`config.mk`:
```
export PLATFORM = sky130hd
export DESIGN_NAME = deque_with_linear_search_unit
export DESIGN_NICKNAME = d
export VERILOG_FILES = /design/src/hw/rtl/dqs_pkg.sv /design/src/hw/rtl/deque_with_linear_search_unit.sv /design/src/hw/rtl/dqs_ram.sv
export SDC_FILE = /design/constraint.sdc
export NUM_CORES = 2
export LEC_CHECK = 0
export BUFFER_PORTS_ARGS = -buffer_cell sky130_fd_sc_hd__buf_2
export CORE_ASPECT_RATIO = 0.8
export CORE_UTILIZATION = 40
export DETAILED_ROUTE_END_ITERATION = 10
export SLEW_MARGIN = 20
export SYNTH_ARGS = -nofsm -noshare
export SYNTH_HDL_FRONTEND = slang
export SYNTH_SLANG_ARGS = --single-unit
```
`constraint.sdc`:
```
create_clock -name clk -period 7.2 [get_ports clk]
set_input_delay 2.16 -clock clk [delete_from_list [all_inputs] [get_ports clk]]
set_output_delay 2.16 -clock clk [all_outputs]
set_load 0.03 [all_outputs]
```
`src/hw/rtl/dqs_pkg.sv`:
```
// dqs_pkg: shared types and codes for the deque with linear search
// request codes, status codes, sequencer states and fixed field widths
// no dependencies
`timescale 1ns / 1ps
`default_nettype none

package dqs_pkg;

	localparam int DATA_W = 32;
	localparam int REQ_W  = 3;
	localparam int STAT_W = 2;
	localparam int OUT_W  = 7;

	localparam logic [REQ_W-1:0] REQ_PUSH_FRONT = 3'd0;
	localparam logic [REQ_W-1:0] REQ_PUSH_BACK  = 3'd1;
	localparam logic [REQ_W-1:0] REQ_POP_FRONT  = 3'd2;
	localparam logic [REQ_W-1:0] REQ_POP_BACK   = 3'd3;
	localparam logic [REQ_W-1:0] REQ_SEARCH     = 3'd4;

	localparam logic [STAT_W-1:0] STAT_OK        = 2'd0;
	localparam logic [STAT_W-1:0] STAT_EMPTY     = 2'd1;
	localparam logic [STAT_W-1:0] STAT_FULL      = 2'd2;
	localparam logic [STAT_W-1:0] STAT_NOT_FOUND = 2'd3;

	typedef enum logic [1:0] {
		DQS_IDLE,
		DQS_SEARCH,
		DQS_RESP
	} dqs_state_t;

endpackage

`default_nettype wire

```
`src/hw/rtl/deque_with_linear_search_unit.sv`:
```
// deque_with_linear_search_unit: top level of the bounded deque with front search
// depends on dqs_pkg and dqs_ram (ring store of entries)
`timescale 1ns / 1ps
`default_nettype none

// A bounded double-ended queue of DEPTH signed 32-bit entries held in a ring
// memory. Each request transaction pushes or pops at either end or searches
// from the front for the first entry equal to value, and yields exactly one
// response transaction with status, 1-based match position and the entry count
// after the request. One request is handled at a time. A push, a pop, an unused
// code or a search of an empty store goes from acceptance straight to the
// response state. A search over n held entries walks the ring one entry per
// cycle through the single read port of the memory, with registered read data
// before each compare, and ends at the first match or after the last entry.
// The response register lets the next request be accepted while a finished
// response is still stalled.
module deque_with_linear_search_unit #(
	parameter int DEPTH = 64
) (
	input  wire logic                              clk,
	input  wire logic                              arst_n,
	input  wire logic                              req_valid,
	output logic                                   req_stall,
	input  wire logic        [dqs_pkg::REQ_W-1:0]  req_type,
	input  wire logic signed [dqs_pkg::DATA_W-1:0] value,
	output logic                                   rsp_valid,
	input  wire logic                              rsp_stall,
	output logic             [dqs_pkg::STAT_W-1:0] status,
	output logic             [dqs_pkg::OUT_W-1:0]  position,
	output logic             [dqs_pkg::OUT_W-1:0]  count
);

	import dqs_pkg::*;

	localparam int AW = $clog2(DEPTH);
	localparam int CW = $clog2(DEPTH + 1);
	localparam int SW = AW + 1;
	localparam int OW_PAD = OUT_W;

	dqs_state_t state_q, state_d;

	logic [AW-1:0]     front_q;
	logic [CW-1:0]     count_q;
	logic [AW-1:0]     slot_q;
	logic [CW-1:0]     idx_q;
	logic              chk_s1;
	logic [CW-1:0]     off_s1;
	logic [DATA_W-1:0] key_q;
	logic [STAT_W-1:0] res_status_q;
	logic [CW-1:0]     res_pos_q;

	logic              out_valid_q;
	logic [STAT_W-1:0] out_status_q;
	logic [OUT_W-1:0]  out_pos_q;
	logic [OUT_W-1:0]  out_count_q;

	logic              accept;
	logic              is_full;
	logic              is_empty;
	logic [AW-1:0]     front_dec;
	logic [AW-1:0]     front_inc;
	logic [AW-1:0]     slot_inc;
	logic [SW-1:0]     back_sum;
	logic [AW-1:0]     back_slot;
	logic              issue;
	logic              hit;
	logic              last;
	logic              out_free;
	logic              load;
	logic [STAT_W-1:0] acc_status;
	logic [CW+OW_PAD-1:0] cnt_ext;
	logic [CW+OW_PAD-1:0] pos_ext;

	logic              ram_we;
	logic [AW-1:0]     ram_waddr;
	logic [AW-1:0]     ram_raddr;
	logic [DATA_W-1:0] ram_rdata;

	dqs_ram #(
		.WIDTH (DATA_W),
		.DEPTH (DEPTH)
	) u_store (
		.clk   (clk),
		.we    (ram_we),
		.waddr (ram_waddr),
		.wdata (value),
		.raddr (ram_raddr),
		.rdata (ram_rdata)
	);

	// ring arithmetic
	assign is_full   = (count_q == CW'(DEPTH));
	assign is_empty  = (count_q == '0);
	assign front_dec = (front_q == '0) ? AW'(DEPTH - 1) : front_q - 1'b1;
	assign front_inc = (front_q == AW'(DEPTH - 1)) ? '0 : front_q + 1'b1;
	assign slot_inc  = (slot_q == AW'(DEPTH - 1)) ? '0 : slot_q + 1'b1;
	assign back_sum  = {1'b0, front_q} + SW'(count_q);
	assign back_slot = (back_sum >= SW'(DEPTH)) ? AW'(back_sum - SW'(DEPTH))
		: back_sum[AW-1:0];

	assign accept   = req_valid && !req_stall;
	assign out_free = !out_valid_q || !rsp_stall;
	assign issue    = (state_q == DQS_SEARCH) && (idx_q != count_q);
	assign hit      = (state_q == DQS_SEARCH) && chk_s1 && (ram_rdata == key_q);
	assign last     = (state_q == DQS_SEARCH) && chk_s1
		&& (off_s1 == count_q - 1'b1);

	always_comb begin
		acc_status = STAT_OK;
		case (req_type)
			REQ_PUSH_FRONT, REQ_PUSH_BACK: begin
				if (is_full) acc_status = STAT_FULL;
			end
			REQ_POP_FRONT, REQ_POP_BACK: begin
				if (is_empty) acc_status = STAT_EMPTY;
			end
			REQ_SEARCH: acc_status = STAT_NOT_FOUND;
			default: acc_status = STAT_OK;
		endcase
	end

	// next state
	always_comb begin
		state_d = state_q;
		unique case (state_q)
			DQS_IDLE: begin
				if (accept) begin
					if (req_type == REQ_SEARCH && !is_empty) state_d = DQS_SEARCH;
					else state_d = DQS_RESP;
				end
			end
			DQS_SEARCH: begin
				if (hit || last) state_d = DQS_RESP;
			end
			DQS_RESP: begin
				if (out_free) state_d = DQS_IDLE;
			end
			default: state_d = DQS_IDLE;
		endcase
	end

	// sequencer outputs
	always_comb begin
		req_stall = 1'b1;
		load      = 1'b0;
		ram_we    = 1'b0;
		ram_waddr = back_slot;
		ram_raddr = slot_q;
		unique case (state_q)
			DQS_IDLE: begin
				req_stall = 1'b0;
				if (req_valid && !is_full) begin
					if (req_type == REQ_PUSH_FRONT) begin
						ram_we    = 1'b1;
						ram_waddr = front_dec;
					end else if (req_type == REQ_PUSH_BACK) begin
						ram_we = 1'b1;
					end
				end
			end
			DQS_SEARCH: begin
				req_stall = 1'b1;
			end
			DQS_RESP: begin
				load = out_free;
			end
			default: req_stall = 1'b1;
		endcase
	end

	always_ff @(posedge clk or negedge arst_n) begin
		if (!arst_n) begin
			state_q     <= DQS_IDLE;
			front_q     <= '0;
			count_q     <= '0;
			chk_s1      <= 1'b0;
			out_valid_q <= 1'b0;
		end else begin
			state_q <= state_d;
			chk_s1  <= issue;
			if (accept) begin
				case (req_type)
					REQ_PUSH_FRONT: begin
						if (!is_full) begin
							front_q <= front_dec;
							count_q <= count_q + 1'b1;
						end
					end
					REQ_PUSH_BACK: begin
						if (!is_full) count_q <= count_q + 1'b1;
					end
					REQ_POP_FRONT: begin
						if (!is_empty) begin
							front_q <= front_inc;
							count_q <= count_q - 1'b1;
						end
					end
					REQ_POP_BACK: begin
						if (!is_empty) count_q <= count_q - 1'b1;
					end
					default: ;
				endcase
			end
			if (load) out_valid_q <= 1'b1;
			else if (!rsp_stall) out_valid_q <= 1'b0;
		end
	end

	assign cnt_ext = {{OW_PAD{1'b0}}, count_q};
	assign pos_ext = {{OW_PAD{1'b0}}, res_pos_q};

	// payload registers
	always_ff @(posedge clk) begin
		off_s1 <= idx_q;
		if (accept) begin
			key_q        <= value;
			slot_q       <= front_q;
			idx_q        <= '0;
			res_status_q <= acc_status;
			res_pos_q    <= '0;
		end else if (issue) begin
			slot_q <= slot_inc;
			idx_q  <= idx_q + 1'b1;
		end
		if (hit) begin
			res_status_q <= STAT_OK;
			res_pos_q    <= off_s1 + 1'b1;
		end
		if (load) begin
			out_status_q <= res_status_q;
			out_pos_q    <= pos_ext[OUT_W-1:0];
			out_count_q  <= cnt_ext[OUT_W-1:0];
		end
	end

	assign rsp_valid = out_valid_q;
	assign status    = out_status_q;
	assign position  = out_pos_q;
	assign count     = out_count_q;

endmodule

`default_nettype wire

```
`src/hw/rtl/dqs_ram.sv`:
```
// dqs_ram: generic single-write, single-read memory with registered read data
// width and depth are parameters; no dependencies
`timescale 1ns / 1ps
`default_nettype none

module dqs_ram #(
	parameter int WIDTH = 32,
	parameter int DEPTH = 64
) (
	input  wire logic                     clk,
	input  wire logic                     we,
	input  wire logic [$clog2(DEPTH)-1:0] waddr,
	input  wire logic [WIDTH-1:0]         wdata,
	input  wire logic [$clog2(DEPTH)-1:0] raddr,
	output logic      [WIDTH-1:0]         rdata
);

	logic [WIDTH-1:0] mem_q [DEPTH];

	always_ff @(posedge clk) begin
		if (we) begin
			mem_q[waddr] <= wdata;
		end
		rdata <= mem_q[raddr];
	end

endmodule

`default_nettype wire

```
==> flow_summary.ini <==
[status]
status = finished, violations left
violations = antenna violations

[yosys]
synth_top_family_by_area = multiplexers
netlist_instances = 3970
syn_avg_cell_area_sq_um = 21.1
ys_types = 69
synth_top_cell_by_area = edfxtp_1
synth_mux_area_frac = 0.149
ys_seq_area_frac = 0.774
synth_area_sq_um = 83600
yosys_most_used_dff = edfxtp_1
post_synth_fa_ha_maj_area_fraction = 0.00233
ys_top_cells_by_area = edfxtp_1, mux4_2, mux2i_1
synth_compound_area_frac = 0.0375
synth-edff-count = 2109
yosys.area_share.simple = 0.0174
syn-num-nets = 4024
ys_ff_latch = 2174
ys.warnings.count = 0
synth_top_area_frac = 0.757
synthXorXnorAreaFrac = 0.00712
async_flop_share = 0.00782

[cts]
cts_root_buf = clkbuf_16
cts_buffers = 201
cts-hold-fix-buffers = 0
cts_sinks = 2174
insertion_delay_ns = 0.82
cts_tree = built
htreeDepth = 4
post_cts_resized = 0
cts_setup_buffers = 0
clk_path_buf_depth = 3
clkSlewWorstSetupHoldPaths_ns = 0.06

[route]
dr_wl_met3_mm = 27.0
wl_met1_mm = 97.5
drtPass1Iterations = 5
vias = 41400
drc = 0
avgViaCountPerCell = 5.87
wl_met2_mm = 99.2
ant_nets = 1
routedWlPerCell_microns = 32.4
top_layer = met5
drt_iter0_markers = 5794
drt_wl_total_mm = 228

[worst_setup_path]
crit_path_max_fanout = 32
cp-start-kind = input port
critPathArrivalTime_ns = 5.13
worst-setup-path-type = in -> reg
critical_path_required_ns = 7.64
worstSetupEndpointType = register

[grt]
grt_pass1_wl_mm = 315
antenna_found_initial = 28
grt_max_degree = 115
track_usage = 0.215
grt_pass1_vias = 39600
gr-total-overflow = 0

[power]
peakVddDrop_mv = 0.400
comb_power_share = 0.293
pwr-share-clk = 0.303
seqPwrFrac = 0.404
power_leakage_nw = 30.2
powerDensity_nw_per_um2 = 382
p_sw_mw = 12.0
intPower_mw = 24.3
switching_share = 0.330

[floorplan]
row_count = 149
coreArea_sq_um = 207000
fp.dieH_microns = 411
pin_count = 57
die-area_sq_um = 211000
die_w_microns = 513
start_util = 0.404

[timing]
setup-tns-final_ns = 0
setup_viol = 0
min_period_ns = 4.69
tightest_slew_ns = 1.26
rsz0062_at_grt = no
skew_ns = 0.0488
fmax_ghz = 0.213
fin_crit_sh = 0.651
hold_viol = 0
slew_viol_final = 0
slew_headroom = 0.155

[placed_design]
routabilityCongestion = 0.913
numPortBuffers = 56
placed_cells = 6654
detailed_place_hpwl_mm = 135

[final_layout]
area_growth_pct = 13.8
final_cells = 7044
final_nets = 4196
drive_gt1_frac = 0.228

[min_path]
hold_path.class = reg -> reg

[job]
maxCapViolCount = 0
path summary, 6_finish.rpt:
kind | startpoint | to | slack, ns | cells after the start
setup reg to reg | ram_raddr[2] | u_store.rdata[5] | 2.99 | 8
setup / recovery | req_type[1] | u_store.mem_q[39][22] | 2.51 | 7
min in group asynchronous | arst_n | rsp_valid | 1.28 | 1
hold / removal | idx_q[6] | off_s1[6] | 0.39 | 0
max in group asynchronous | arst_n | front_q[3] | 5.60 | 1
hold reg to reg | idx_q[6] | off_s1[6] | 0.39 | 0
logic make-up after synthesis:
group / after synthesis
AOI/OAI and AO/OA: 460
xor gates and xnor gates: 68
adders and majority gates: 15
buffers and inverters: 241
DFF: 2174
muxes: 750
and+or+nand+nor: 262
routing by layer:
layer,track usage,vias up
li1,-,17000
met1,0.319,22000
met2,0.309,2054
met3,0.0699,248
met4,0.0434,18
met5,0,-
state kept, by name, summed over array words and instances (netlist names):
signal / cells
status: 2
position: 7
ram_raddr: 6
key_q: 32
off_s1: 7
u_store.rdata: 32
front_q: 6
state_q: 2
res_pos_q: 7
chk_s1: 1
idx_q: 7
res_status_q: 2
u_store.mem_q: 2048
rsp_valid: 1
count_q: 7
count: 7
synthesized netlist by cell type, drive strengths merged (3+ instances only):
cell type,n
dfxtp,48
nor3b,3
nand2,37
edfxtp,2109
or3,3
buf,114
o211ai,118
nor4,5
mux4,398
o31ai,4
xor2,19
o311a,3
nand3,26
and2,4
a21o,3
xnor2,49
nand4,15
a22oi,124
nor2b,5
nor2,30
a31oi,3
clkbuf,112
or4,30
a221oi,9
o21ai,32
nor3,75
inv,14
o221ai,4
nand2b,6
a22o,5
and3b,4
and4,4
and3,7
dfrtp,17
ha,14
or2,4
a21boi,3
o21bai,3
mux2i,350
a21oi,130
stage by stage:
step	cell area (sq um)	power (mW)	util	worst slack [ns]	hold slack, ns
2_1_floorplan	83600	21.2	-	0.748	0.374
3_3_place_gp	88200	25.4	0.426	1.75	0.391
3_5_place_dp	88300	25.5	0.426	1.68	0.388
4_1_cts	95100	36.4	0.459	2.57	0.393
5_1_grt	95100	37.4	0.460	2.54	0.413
6_report	95100	36.3	0.460	2.51	0.392
cell type report:
class	instances	area [sq um]
Sequential cell	2174	64700
Multi-Input combinational cell	1555	18300
Antenna cell	10	25.0
Clock buffer	262	5540
Tap cell	2718	3400
Fill cell	17100	112000
Clock inverter	115	1280
Timing Repair Buffer	195	1870
Inverter	15	56.3
layout by cell type, fill, tap and decap left out, types with 30 or more instances in the layout:
master        n
clkbuf_16   210
clkinv_2     36
nor3_2       62
a22oi_1     124
mux4_2      398
clkbuf_1     43
o21ai_0      30
xnor2_1      49
buf_12       37
a21oi_1     130
dfxtp_1      48
clkinv_1     40
buf_4       126
o211ai_1    115
nand2_1      36
edfxtp_1   2109
mux2i_1     350
power groups by stage:
stage / registers (mW) / logic, mW / clock network, mW
final: 14.7 / 10.7 / 11.0
after global routing: 14.7 / 11.1 / 11.6
after detailed placement: 14.9 / 10.5 / 0
after global placement: 14.9 / 10.5 / 0
after CTS: 14.7 / 10.5 / 11.2
after floorplan: 14.8 / 6.42 / 0
critical path, cell delays in order:
cell	delay, ns
buf_2	0.16
nor3_1	0.42
o211a_2	0.42
mux2i_1	0.40
nand3_2	0.67
nor3_2	0.35
buf_4	0.49
Power figures use the tool's default switching activity.
